[config.mk]
export PLATFORM = sky130hd
export DESIGN_NAME = base64_stream_codec
export DESIGN_NICKNAME = d
export VERILOG_FILES = /design/src/rtl/b64c_pkg.sv /design/src/rtl/b64c_core.sv /design/src/rtl/base64_stream_codec.sv
export SDC_FILE = /design/constraint.sdc
export NUM_CORES = 1
export LEC_CHECK = 0
export ABC_AREA = 1
export ABC_CLOCK_PERIOD_IN_PS = 4130
export BUFFER_PORTS_ARGS = -buffer_cell sky130_fd_sc_hd__buf_2
export CAP_MARGIN = 20
export CORE_UTILIZATION = 25
export CTS_CLUSTER_DIAMETER = 50
export DETAILED_ROUTE_END_ITERATION = 7
export HOLD_SLACK_MARGIN = 0.08
export PLACE_DENSITY = 0.41
export SLEW_MARGIN = 0
export SYNTH_ARGS = -nofsm -noshare
export SYNTH_HDL_FRONTEND = slang
export SYNTH_SLANG_ARGS = --single-unit
[constraint.sdc]
create_clock -name clk_i -period 4.13 [get_ports clk_i]
set_input_delay 0 -clock clk_i [delete_from_list [all_inputs] [get_ports clk_i]]
set_output_delay 0 -clock clk_i [all_outputs]
set_load 0.01 [all_outputs]
[src/rtl/b64c_pkg.sv]
// ----------------------------------------------------------------------------
// b64c_pkg: shared types, constants and alphabet functions
// Base64 character mapping, state and result-list types for the stream codec.
// ----------------------------------------------------------------------------
package b64c_pkg;

  localparam logic [6:0] LineChars = 7'd64;
  localparam int         MaxRes    = 5;
  localparam int         MaxChars  = 4;

  localparam logic [7:0] CharPad   = 8'h3D;  // '='
  localparam logic [7:0] CharNl    = 8'h0A;  // '\n'

  localparam logic       DirEncode = 1'b0;

  typedef struct packed {
    logic [11:0] acc;
    logic [3:0]  cnt;
    logic [6:0]  lc;
    logic        pad;
  } b64c_state_t;

  typedef struct packed {
    logic [MaxRes-1:0][7:0] data;
    logic [2:0]             num;
    logic                   marker;
  } b64c_res_t;

  function automatic logic [7:0] b64_char(input logic [5:0] idx);
    logic [7:0] c;
    c = {2'b00, idx};
    if (idx < 6'd26) begin
      b64_char = 8'h41 + c;
    end else if (idx < 6'd52) begin
      b64_char = 8'h61 + c - 8'd26;
    end else if (idx < 6'd62) begin
      b64_char = 8'h30 + c - 8'd52;
    end else if (idx == 6'd62) begin
      b64_char = 8'h2B;
    end else begin
      b64_char = 8'h2F;
    end
  endfunction

  // {hit, index}
  function automatic logic [6:0] b64_index(input logic [7:0] c);
    logic [7:0] t;
    t = 8'h00;
    b64_index = 7'h00;
    if (c inside {[8'h41:8'h5A]}) begin
      t = c - 8'h41;
      b64_index = {1'b1, t[5:0]};
    end else if (c inside {[8'h61:8'h7A]}) begin
      t = c - 8'h61 + 8'd26;
      b64_index = {1'b1, t[5:0]};
    end else if (c inside {[8'h30:8'h39]}) begin
      t = c - 8'h30 + 8'd52;
      b64_index = {1'b1, t[5:0]};
    end else if (c == 8'h2B) begin
      b64_index = {1'b1, 6'd62};
    end else if (c == 8'h2F) begin
      b64_index = {1'b1, 6'd63};
    end
  endfunction

endpackage

[src/rtl/b64c_core.sv]
// ----------------------------------------------------------------------------
// b64c_core: per-item encode/decode step
// Computes the result list and next codec state for one accepted item.
// ----------------------------------------------------------------------------
module b64c_core (
  input  logic                 dir_i,
  input  b64c_pkg::b64c_state_t st_i,
  input  logic [7:0]           in_byte_i,
  input  logic                 in_last_i,
  output b64c_pkg::b64c_state_t st_o,
  output b64c_pkg::b64c_res_t  res_o
);
  import b64c_pkg::*;

  logic [11:0]                acc_n;
  logic [3:0]                 cnt_n;
  logic [3:0]                 cnt_r;
  logic [MaxChars-1:0][7:0]   chars;
  logic [2:0]                 nch;
  logic [2:0]                 o;
  logic [6:0]                 lc;
  logic [6:0]                 dec;

  assign dec = b64_index(in_byte_i);

  always_comb begin
    st_o  = st_i;
    res_o = '0;
    acc_n = '0;
    cnt_n = '0;
    cnt_r = '0;
    chars = '0;
    nch   = '0;
    o     = '0;
    lc    = st_i.lc;
    if (dir_i == DirEncode) begin
      acc_n = {st_i.acc[3:0], in_byte_i};
      cnt_n = st_i.cnt + 4'd8;
      if (cnt_n == 4'd12) begin
        chars[0] = b64_char(acc_n[11:6]);
        chars[1] = b64_char(acc_n[5:0]);
        nch      = 3'd2;
        cnt_r    = 4'd0;
      end else if (cnt_n == 4'd10) begin
        chars[0] = b64_char(acc_n[9:4]);
        nch      = 3'd1;
        cnt_r    = 4'd4;
      end else begin
        chars[0] = b64_char(acc_n[7:2]);
        nch      = 3'd1;
        cnt_r    = 4'd2;
      end
      // tail: zero-filled last char plus padding, when bits remain
      if (in_last_i) begin
        if (cnt_r == 4'd2) begin
          chars[1] = b64_char({acc_n[1:0], 4'b0000});
          chars[2] = CharPad;
          chars[3] = CharPad;
          nch      = 3'd4;
        end else if (cnt_r == 4'd4) begin
          chars[1] = b64_char({acc_n[3:0], 2'b00});
          chars[2] = CharPad;
          nch      = 3'd3;
        end
      end
      // line breaks go out ahead of the char that overflows the line
      for (int i = 0; i < MaxChars; i++) begin
        if (3'(i) < nch) begin
          if (lc >= LineChars) begin
            res_o.data[o] = CharNl;
            o  = o + 3'd1;
            lc = 7'd0;
          end
          res_o.data[o] = chars[i];
          o  = o + 3'd1;
          lc = lc + 7'd1;
        end
      end
      res_o.num = o;
      st_o.acc  = acc_n;
      st_o.cnt  = cnt_r;
      st_o.lc   = lc;
    end else begin
      if (in_byte_i == CharPad) begin
        st_o.pad = 1'b1;
      end else if (!st_i.pad && dec[6]) begin
        acc_n    = {st_i.acc[5:0], dec[5:0]};
        cnt_n    = st_i.cnt + 4'd6;
        st_o.acc = acc_n;
        st_o.cnt = cnt_n;
        if (cnt_n >= 4'd8) begin
          cnt_r     = cnt_n - 4'd8;
          st_o.cnt  = cnt_r;
          res_o.num = 3'd1;
          case (cnt_r)
            4'd0:    res_o.data[0] = acc_n[7:0];
            4'd2:    res_o.data[0] = acc_n[9:2];
            default: res_o.data[0] = acc_n[11:4];
          endcase
        end
      end
    end
    if (in_last_i) begin
      st_o = '0;
      if (res_o.num == 3'd0) begin
        res_o.num    = 3'd1;
        res_o.marker = 1'b1;
      end
    end
  end

endmodule

[src/rtl/base64_stream_codec.sv]
// ----------------------------------------------------------------------------
// base64_stream_codec: streaming Base64 encoder/decoder
// Top level: state registers, result list, output register and handshakes.
// ----------------------------------------------------------------------------
// Results leave at one per cycle unless m_axis_tready_i stalls them. An
// item is taken in the same cycle its predecessor's final result moves to
// the output register; each item yields n results (0..5), all through the
// single output port. Direction is set by cfg_we_i/cfg_wdata_i (0 encode,
// 1 decode) between messages; a write clears the message state. In encode
// mode a newline is inserted after every 64 characters but never at the
// end. The item marked tlast yields a result with tlast set; when no byte
// is due that result has tuser low and tdata zero.
module base64_stream_codec (
  input  logic       clk_i,
  input  logic       rst_ni,
  input  logic       cfg_we_i,
  input  logic       cfg_wdata_i,     // direction
  input  logic       s_axis_tvalid_i,
  output logic       s_axis_tready_o,
  input  logic [7:0] s_axis_tdata_i,  // [7:0] in_byte
  input  logic       s_axis_tlast_i,  // in_last
  output logic       m_axis_tvalid_o,
  input  logic       m_axis_tready_i,
  output logic [7:0] m_axis_tdata_o,  // [7:0] out_byte
  output logic       m_axis_tuser_o,  // [0] out_valid
  output logic       m_axis_tlast_o   // out_last
);
  import b64c_pkg::*;

  logic                   dir_q;
  b64c_state_t            st_q, st_d;
  b64c_res_t              res;

  logic [MaxRes-1:0][7:0] pend_q, pend_d;
  logic [2:0]             pend_cnt_q, pend_cnt_d;
  logic                   pend_last_q, pend_last_d;
  logic                   pend_mark_q, pend_mark_d;

  logic                   out_vld_q;
  logic [7:0]             out_byte_q;
  logic                   out_valid_q;
  logic                   out_last_q;

  logic                   move;
  logic                   accept;

  b64c_core u_core (
    .dir_i     (dir_q),
    .st_i      (st_q),
    .in_byte_i (s_axis_tdata_i),
    .in_last_i (s_axis_tlast_i),
    .st_o      (st_d),
    .res_o     (res)
  );

  assign move   = (pend_cnt_q != 3'd0) && (!out_vld_q || m_axis_tready_i);
  assign s_axis_tready_o = (pend_cnt_q == 3'd0) || ((pend_cnt_q == 3'd1) && move);
  assign accept = s_axis_tvalid_i && s_axis_tready_o;

  always_comb begin
    pend_d      = pend_q;
    pend_cnt_d  = pend_cnt_q;
    pend_last_d = pend_last_q;
    pend_mark_d = pend_mark_q;
    if (move) begin
      for (int i = 0; i < MaxRes - 1; i++) begin
        pend_d[i] = pend_q[i+1];
      end
      pend_cnt_d = pend_cnt_q - 3'd1;
    end
    if (accept) begin
      pend_d      = res.data;
      pend_cnt_d  = res.num;
      pend_last_d = s_axis_tlast_i;
      pend_mark_d = res.marker;
    end
  end

  always_ff @(posedge clk_i or negedge rst_ni) begin
    if (!rst_ni) begin
      dir_q       <= 1'b0;
      st_q        <= '0;
      pend_cnt_q  <= '0;
      pend_last_q <= 1'b0;
      pend_mark_q <= 1'b0;
      out_vld_q   <= 1'b0;
    end else begin
      if (cfg_we_i) begin
        dir_q <= cfg_wdata_i;
        st_q  <= '0;
      end else if (accept) begin
        st_q  <= st_d;
      end
      pend_cnt_q  <= pend_cnt_d;
      pend_last_q <= pend_last_d;
      pend_mark_q <= pend_mark_d;
      if (move) begin
        out_vld_q <= 1'b1;
      end else if (m_axis_tready_i) begin
        out_vld_q <= 1'b0;
      end
    end
  end

  always_ff @(posedge clk_i) begin
    pend_q <= pend_d;
    if (move) begin
      out_byte_q  <= pend_q[0];
      out_valid_q <= !pend_mark_q;
      out_last_q  <= pend_last_q && (pend_cnt_q == 3'd1);
    end
  end

  assign m_axis_tvalid_o = out_vld_q;
  assign m_axis_tdata_o  = out_byte_q;
  assign m_axis_tuser_o  = out_valid_q;
  assign m_axis_tlast_o  = out_last_q;

  a_pend_bound: assert property (@(posedge clk_i) disable iff (!rst_ni)
    pend_cnt_q <= 3'(MaxRes))
    else $error("result list overflow");

  a_accept_drained: assert property (@(posedge clk_i) disable iff (!rst_ni)
    accept |-> (pend_cnt_q == 3'd0) || (pend_cnt_q == 3'd1 && move))
    else $error("item taken while results pending");

  a_marker_last: assert property (@(posedge clk_i) disable iff (!rst_ni)
    (m_axis_tvalid_o && !m_axis_tuser_o) |-> (m_axis_tlast_o && m_axis_tdata_o == 8'h00))
    else $error("marker result not last or not zero");

  a_marker_alone: assert property (@(posedge clk_i) disable iff (!rst_ni)
    (pend_mark_q && pend_cnt_q != 3'd0) |-> (pend_cnt_q == 3'd1 && pend_last_q))
    else $error("marker shares list with data");

endmodule
### Word-level counts from Yosys, hierarchy flattened

Cells that the tools add are included.

| cells by class | value |
|---|---|
| bitwise logic cells | 9 |
| reductions and logical operators | 32 |
| mux-type cells | 143 |
| $lt $le $gt $ge | 47 |
| eq/ne operators | 16 |
| $add $sub $neg | 50 |

Operators by type and width:

| operator | number |
|---|---|
| $mux 40 | 16 |
| $mux 8 | 31 |
| $mux 7 | 25 |
| $demux 8 s3 | 7 |
| $bwmux 40 | 4 |
| $add 7x6->8 const A | 12 |
| $and 30x30->30 | 3 |
| $not 30->30 | 3 |
| $mux 3 | 28 |
| $lt 6x6->1 const B | 12 |
| $mux 24 | 3 |
| $mux 32 | 2 |
| $mux 18 | 3 |
| $sub 8x5->8 const B | 6 |
| $sub 8x6->8 const B | 6 |
| $mux 11 | 4 |
| $add 6x6->7 const A | 6 |
| $lt 6x5->1 const B | 6 |
| $mux 10 | 3 |
| $or 10x10->10 | 3 |
| $add 7x1->7 const B | 4 |
| $ge 7x7->1 const B | 4 |
| $lt 3x4->1 const B | 7 |
| $eq 6x6->1 const B | 4 |
| 41 further kinds | 95 |

| storage, ports and cells | value |
|---|---|
| flip-flop bits (word level) | 75 |
| output and inout bits | 12 |
| word-level logic and storage cells | 314 |
| bits of input ports | 15 |

### Longest topological paths before layout

Gate-level depths: netlist (run 1).

| logic depth | value |
|---|---|
| word-level depth | 46 |
| mapped depth | 35 |

### Cells and area by module

A second synthesis (run 1) with hierarchy kept.

| unflattened totals | value |
|---|---|
| cells, all modules | 1223 |
| area, all modules | 8216.6 um^2 |

By module, submodules not included:

| module | area an instance (um^2) | instances | sequential area each (um^2) | cells each |
|---|---|---|---|---|
| b64c_core | 4792.1 | 1 | 0.0 | 904 |
| base64_stream_codec | 3424.5 | 1 | 2277.2 | 319 |

### Least setup slack after synthesis (run 1)

OpenSTA, ideal clock, no wires.

| timing | value |
|---|---|
| path kind | reg-to-reg |
| start point | reg st_q[7] (netlist bit) |
| end point | reg pend_cnt_q[0] |
| arrival | 4.432 ns |
| stages on the path, launching flop included | 30 |
| slack | -0.377 ns |
| cell sequence | dfrtp_1 > buf_4 > nor2_2 > ha_1 > nand2_1 > inv_1 > nand2_1 > nor2_4 > nor2_4 > inv_1 > ha_1 > o21ai_1 > inv_1 > ha_1 > nand2_1 > o21ai_2 > ha_1 > inv_1 > o21ai_0 > ha_1 > inv_1 > o21ai_4 > ha_1 > nor2_1 > nor2_1 > a21oi_1 > nand2_1 > nor2_1 > nand2_1 > a21oi_2 |

| between the ends | value |
|---|---|
| word-level cells in the longest chain between the ends | 32 |
| elaborated cells on any way between the ends | 53 |
| those cells by class | add/sub: 10; order compare: 4; mux: 38; reduce/logical: 1 |

Ends and longest elaborated chain:

| what | RTL line | RTL |
|---|---|---|
| start, declared | base64_stream_codec.sv:31 | `b64c_state_t st_q, st_d;` |
| start signal, assigned | base64_stream_codec.sv:92 | `st_q <= st_d;` |
| $ge 7x7->1 | b64c_core.sv:69 | `if (lc >= LineChars) begin` |
| $mux 7 / $mux 1 (equally long branches) | b64c_core.sv:69 |  |
| $mux 7 / $mux 3 (equally long branches) | b64c_core.sv:68 | `if (3'(i) < nch) begin` |
| $mux 7 / $mux 3 (equally long branches) | b64c_core.sv:36 | `if (dir_i == DirEncode) begin` |
| $add 7x1->7 / $add 3x1->3 (equally long branches) | b64c_core.sv:76, b64c_core.sv:75 |  |
| $mux 7 / $mux 3 (equally long branches) | b64c_core.sv:68 |  |
| $mux 7 / $mux 3 (equally long branches) | b64c_core.sv:36 |  |
| $ge 7x7->1 / $add 3x1->3 (equally long branches) | b64c_core.sv:69, b64c_core.sv:71 |  |
| (+16 left out) | - |  |
| $mux 3 | b64c_core.sv:36 |  |
| $add 3x1->3 | b64c_core.sv:75 | `o = o + 3'd1;` |
| $mux 3 * | b64c_core.sv:68 |  |
| $mux 11 * | b64c_core.sv:36 |  |
| $logic_not 3->1 | b64c_core.sv:105 | `if (res_o.num == 3'd0) begin` |
| $mux 4 | b64c_core.sv:105 |  |
| $mux 4 * | b64c_core.sv:103 | `if (in_last_i) begin` |
| $mux 3 * | base64_stream_codec.sv:71 | `if (accept) begin` |
| end signal, assigned | base64_stream_codec.sv:94 | `pend_cnt_q <= pend_cnt_d;` |
| end, declared | base64_stream_codec.sv:35 | `logic [2:0] pend_cnt_q, pend_cnt_d;` |

Every way passes the cells marked *; elsewhere a longest branch is shown, timed or not. The select of a mux whose other input is x is not followed.
A chain may end at the register's enable or synchronous reset.

### Worst setup path after layout (run 1)

Ends and elaborated chain as after synthesis.

==> results of run 1 <==
cells by family after synthesis:
logic type / count (synthesis) / share of synthesized area, %
flip-flops: 74 / 29.76
adder cells (fa/ha/maj): 41 / 7.263
multiplexers: 1 / 0.1417
AO/OA/AOI/OAI: 255 / 21.38
other: 1 / 0.05309
buffers and inverters: 171 / 9.354
AND/OR/NAND/NOR: 482 / 29.69
XOR/XNOR: 19 / 2.356
power by group:
part | total (uW) | leakage, uW | switching (uW) | internal (uW)
combinational | 1590 | 0.00272 | 1060 | 526
clock | 790 | 0.000143 | 321 | 469
sequential | 1280 | 0.000811 | 92.0 | 1190
synth_stat cells, types with 5 or more instances:
master	number
clkinv_1	9
nor3_1	14
nand2_2	14
nor2_1	95
o211ai_1	22
o221ai_1	6
nand3_2	7
ha_1	41
nand3_1	56
nand2_1	263
inv_2	12
xor2_1	15
inv_1	121
nor2_2	7
dfrtp_1	24
clkbuf_1	21
a31oi_1	9
or2_2	5
o21ai_1	18
o21ai_0	87
nand4_1	10
edfxtp_1	50
o22ai_1	20
buf_2	6
a21oi_1	61
what timing repair did:
action	in CTS	in global routing
pin swaps	0	16
buffers inserted	0	7
hold endpoints to repair	27	0
resized for setup	1	16
setup endpoints to repair	2	37
hold buffers	6	0
worst reg2reg max path: cells and delay by family, from the launching register on:
| family | cells | cell delay (ns) |
|---|---|---|
| fa+ha+maj | 6 | 1.41 |
| compound gates | 6 | 0.76 |
| simple gates | 11 | 0.83 |
| buf+inv | 6 | 0.45 |
| flops | 1 | 0.42 |
sequential cells by signal, indices dropped and copies added, names as in the netlist:
signal           flops
pend_q              40
st_q                17
m_axis_tdata_o       8
pend_cnt_q           3
dir_q                1
m_axis_tlast_o       1
m_axis_tuser_o       1
m_axis_tvalid_o      1
pend_last_q          1
pend_mark_q          1
per-stage QoR:
step,TNS (ns),instance area (um^2)
after CTS,0,8188
after floorplan,0,7088
after global placement,0,7830
final,0,8305
after detailed placement,-0.02687,7830
after global routing,-0.1272,8305
layout make-up:
class                   count  area (um^2)  area share, %
clock inverters             6        65.06         0.7834
inverters                 142        533.0          6.418
well taps                 378        473.0          5.694
flip-flops and latches     74         2102          25.31
repair buffers             74        509.2          6.131
clock buffers              10        229.0          2.757
multi-input cells         800         4394          52.91
routing by layer:
layer  GRT usage, %  vias to the layer above  wire, um
met1          23.40                     3367     11620
met4          5.640                        0       620
li1               -                     3637         -
met5              0                        -         0
met3          2.023                       33       939
met2          28.14                      177     11200
how the worst max path moves through the flow:
stage               startpoint            end  slack (ns)
CTS                    st_q[7]  pend_cnt_q[0]        0.01
detailed placement     st_q[7]  pend_cnt_q[0]       -0.03
finish                 st_q[7]  pend_cnt_q[0]        0.20
global route           st_q[7]  pend_cnt_q[0]       -0.06
floorplan              st_q[7]  pend_cnt_q[0]       0.005
global placement       st_q[7]  pend_cnt_q[0]        0.06
==> flow_summary.yaml, run 1 <==
run_status:
  status: "finished, final reports clean"
worst_setup_path:
  r2r_cells: 29
  end_kind: "flip-flop"
  crit_cells: 29
  critical_path.startpoint_type: "flip-flop"
  timing.critical_path.slowest_cell_delay_ns: 0.42
  cell_repeated_most_along_the_worst_path: "inv_2"
  path_delay_family: "adder cells"
  worst_ep_arrival_time_ns: 4.20
  worstPathBufferInverterCount: 6
  worst_path_max_delay_cell: "dfrtp_1"
  cp_max_fo: 5
  worstReg2RegEnd: "pend_cnt_q[0]"
  timing.rr.start: "st_q[7]"
  ff_to_ff_setup_slack_ns: 0.20
  worst-setup-path-type: "flip-flop to flip-flop"
  worst_ep_required_time_ns: 4.40
grt:
  first_global_vias: 6802
  overflow: 0
  wire_length_of_the_first_global_routing_pass_um: 37920
  grt.total_usage_pct: 17.20
  antenna_violations_before_repair: 0
  grt_start_max_net_pins: 35
placement:
  place_ws_ns: -0.02687
  buffer_ports.inserted: 26
  hpwlAfterDp_um: 19160
  gp_congestion: 0.8639
  dp_cells: 1456
die:
  die-area_um2: 28930
  die_w_um: 170.1
  start_util_pct: 25.42
  design.portCount: 27
  standard_cell_core_area_um2: 27780
  die_y_um: 170.1
  num_rows: 61
power:
  leakagePower_uw: 0.003678
  power_per_cell_area_nw_per_um2: 440.8
  totalPowerFinal_uw: 3661
  power.ir.vdd_worst_mv: 0.2277
yosys:
  netlist_area_um2: 7063
  syn_inst: 1044
  ys_top_cells_by_area: "edfxtp_1, nand2_1, dfrtp_1"
  synth.avg_cell_area_um2: 6.765
  synth_enable_flop_cells: 50
  synth_cell_type_count: 52
  synth_top_area_share_pct: 21.26
  synth-seq-area-share_pct: 29.76
  synth-async-reset-ratio_pct: 32.43
  synth.ff_latch_count: 74
  yosys_warnings: 0
  synthFlopType: "edfxtp_1"
  synth_top_cell_by_area: "edfxtp_1"
detailed_routing:
  drt_pre_antenna_iters: 5
  detail_route.drc_violations: 0
  dr.first_iter.drc_count: 478
  final_antenna_net_count: 0
  route.vias.total: 7214
  avg_vias_per_cell: 4.861
  detail_route.wirelength_um: 24380
  routed_wire_length_per_instance_um: 16.43
final_layout:
  post_layout_nonfiller_instances: 1484
  antenna_cells_inserted: 0
  layout.nets: 1157
  layout-drive-gt1-share_pct: 15.01
  mostFrequentLayoutCell: "nand2_1"
  layout-area-overhead-vs-synth_pct: 17.59
  filler_cell_count: 3117
  post-route-util_pct: 29.90
  most-common-layout-cells: "nand2_1, inv_1, nor2_1"
sta:
  final_max_tran_viols: 0
  max_freq_ghz: 0.2543
  worstMarginPinSlew_ns: 0.7470
  finalSetupViolCount: 0
  setup_repair_after_global_routing_missed_its_margin: "yes"
  hold_ws_ns: 0.09282
  clock-skew-final_ns: 0.009977
  timing.slew.headroom_pct: 50.04
  hold_violations: 0
  fin_crit_ns: 3.933
  timing.final.crit_share_pct: 95.22
  final_setup_slack_of_the_worst_path_ns: 0.1973
clocking:
  clk_pin_slew_worst_paths_ns: 0.06
  clk_root_buffer_cell: "clkbuf_16"
  cts-buffers-inserted: 9
  clock_sink_count: 74
  cts_tree: "yes"
  clk-insertion-delay-late_ns: 0.34
  cts.htree.levels: 3
  cts_max_path_buffers: 2
run:
  cap_violations: 0
hold_path:
  holdPathStages: 5
  startpoint_of_the_most_critical_hold_path: "s_axis_tlast_i"
  hp-class: "input pin to flip-flop"
  min_delay_worst_endpoint: "pend_cnt_q[0]"
Note: power is estimated with default switching activity, not from simulation.
==> run 2: changes to the inputs <==
--- a/config.mk
+++ b/config.mk
@@ -13,7 +13,9 @@
 export CTS_CLUSTER_DIAMETER = 50
 export DETAILED_ROUTE_END_ITERATION = 7
 export HOLD_SLACK_MARGIN = 0.08
+export MAX_ROUTING_LAYER = met4
 export PLACE_DENSITY = 0.41
+export SETUP_SLACK_MARGIN = 0.4
 export SLEW_MARGIN = 0
 export SYNTH_ARGS = -nofsm -noshare
 export SYNTH_HDL_FRONTEND = slang
==> flow_summary.yaml, run 2 (same netlist as run 1, synthesis figures left out) <==
hold_path:
  hp-class: "input pin to flip-flop"
  startpoint_of_the_most_critical_hold_path: "s_axis_tlast_i"
  min_delay_worst_endpoint: "pend_cnt_q[0]"
  holdPathStages: 5
final_layout:
  ff_latch_area_um2: 2103
  antenna_cells_inserted: 0
  post-route-util_pct: 30.82
  layout.nets: 1166
  most-common-layout-cells: "nand2_1, inv_1, nor2_1"
  post_layout_nonfiller_instances: 1493
  area_used_by_multi_input_combinational_logic_um2: 4554
  layout-drive-gt1-share_pct: 17.31
  largest_reg_flops: 40
  max_flop_register: "pend_q"
  mostFrequentLayoutCell: "nand2_1"
  filler_cell_count: 3107
  layout-area-overhead-vs-synth_pct: 21.24
clocking:
  clk_pin_slew_worst_paths_ns: 0.06
  cts_max_path_buffers: 2
  clk_root_buffer_cell: "clkbuf_16"
  cts-buffers-inserted: 9
  cts_tree: "yes"
  cts.htree.levels: 3
  clock_sink_count: 74
  clk-insertion-delay-late_ns: 0.35
placement:
  buffer_ports.inserted: 26
  hpwlAfterDp_um: 19210
  dp_cells: 1449
  gp_congestion: 0.8584
worst_setup_path:
  worst_path_max_delay_cell: "dfrtp_2"
  timing.rr.start: "st_q[7]"
  ff_to_ff_setup_slack_ns: 0.21
  timing.critical_path.slowest_cell_delay_ns: 0.46
  r2r_cells: 29
  critical_path.startpoint_type: "flip-flop"
  worst_ep_arrival_time_ns: 4.20
  worst-setup-path-type: "flip-flop to flip-flop"
  cp_max_fo: 4
  worstReg2RegEnd: "pend_cnt_q[0]"
  end_kind: "flip-flop"
  worst_ep_required_time_ns: 4.41
run_status:
  status: "finished, final reports clean"
power:
  power.net_switching_uw: 1518
  leakagePower_uw: 0.003792
  switching_share_pct: 40.53
  power.share.clock_pct: 21.7
  cellInternalPower_uw: 2227
  power_per_cell_area_nw_per_um2: 437.2
  power.ir.vdd_worst_mv: 0.2061
  power.sequential.fraction_pct: 34.3
  p_comb_share_pct: 44.0
sta:
  hold_violations: 0
  max_freq_ghz: 0.2550
  clock-skew-final_ns: 0.01130
  timing.slew.headroom_pct: 55.93
  finalSetupViolCount: 0
  final_max_tran_viols: 0
  worstMarginPinSlew_ns: 0.6610
  timing.final.crit_share_pct: 94.96
  setup_repair_after_global_routing_missed_its_margin: "yes"
  fin_crit_ns: 3.922
die:
  num_rows: 61
  standard_cell_core_area_um2: 27780
  design.portCount: 27
  die_w_um: 170.1
  die_y_um: 170.1
  die-area_um2: 28930
  start_util_pct: 25.42
detailed_routing:
  routed_wire_length_per_instance_um: 16.76
  route.vias.total: 7281
  dr.first_iter.drc_count: 400
  detail_route.drc_violations: 0
  final_antenna_net_count: 0
  drt_pre_antenna_iters: 5
  detail_route.wirelength_um: 25020
  avg_vias_per_cell: 4.877
grt:
  grt.total_usage_pct: 18.43
  first_global_vias: 7043
  wire_length_of_the_first_global_routing_pass_um: 39790
  grt_start_max_net_pins: 37
  overflow: 0
  antenna_violations_before_repair: 0
run:
  cap_violations: 0
==> run 2: cell types whose count changed in the layout (fill, tap and decap cells not counted), moves of 3 or more <==
cell | previous run | this run
buf_4 | 41 | 47
nand2_1 | 259 | 254
nand2_4 | 3 | 8
nor2_4 | 5 | 9
nand3_1 | 56 | 53
nor2_1 | 91 | 88
o21ai_1 | 17 | 14
==> run 2: worst max path at each step <==
stage,from,to,depth (start not counted)
finish,st_q[7],pend_cnt_q[0],29
CTS,st_q[7],pend_cnt_q[1],27
detailed placement,st_q[7],pend_cnt_q[0],33
global placement,st_q[7],pend_cnt_q[0],33
floorplan,st_q[7],pend_cnt_q[0],29
global route,st_q[7],pend_cnt_q[0],29
==> run 2: timing repair <==
item,CTS,global route
hold buffers,6,0
pin swaps,14,19
buffers inserted,16,6
setup endpoints to repair,38,38
hold endpoints to repair,27,0
resized for setup,16,33
==> run 2: per-layer routing <==
| layer | vias to the layer above | part of all wire [%] | track usage [%] |
|---|---|---|---|
| met2 | 143 | 46 | 29.19 |
| met5 | - | 0 | - |
| met1 | 3448 | 49 | 24.72 |
| met4 | 0 | 1.7 | 4.935 |
| met3 | 27 | 3.2 | 2.209 |
| li1 | 3663 | - | - |
==> run 2: area by class of cell <==
class | instances | share of cell area (%)
clock buffers | 12 | 2.878
well taps | 378 | 5.523
multi-input cells | 800 | 53.19
inverters | 142 | 6.283
clock inverters | 4 | 0.5991
flip-flops and latches | 74 | 24.56
repair buffers | 83 | 6.970
==> run 2: through the flow <==
| step | power (uW) | hold slack [ns] | instance area, um^2 | setup TNS [ns] | setup slack, ns |
|---|---|---|---|---|---|
| CTS | 3719 | 0.08663 | 8362 | 0 | 0.2553 |
| global placement | 2864 | 0.08054 | 7818 | 0 | 0.06430 |
| finish | 3744 | 0.08852 | 8563 | 0 | 0.2080 |
| detailed placement | 2853 | 0.07484 | 7818 | -0.07883 | -0.05521 |
| floorplan | 2314 | -0.2956 | 7128 | 0 | 0.08697 |
| global route | 4030 | 0.1109 | 8563 | -0.009338 | -0.008999 |
==> run 2: power by group through the flow <==
stage | logic [uW] | clock network [uW] | registers, uW
2_1_floorplan | 1010 | 0 | 1310
3_3_place_gp | 1570 | 0 | 1300
3_5_place_dp | 1550 | 0 | 1300
4_1_cts | 1600 | 834 | 1290
5_1_grt | 1850 | 864 | 1320
6_report | 1650 | 812 | 1290
==> run 2: critical path: cells and delay by family (launching register included) <==
family	cells	cell delay [ns]
fa+ha+maj	6	1.36
simple gates	11	0.88
compound gates	6	0.73
flops	1	0.46
buf+inv	6	0.42
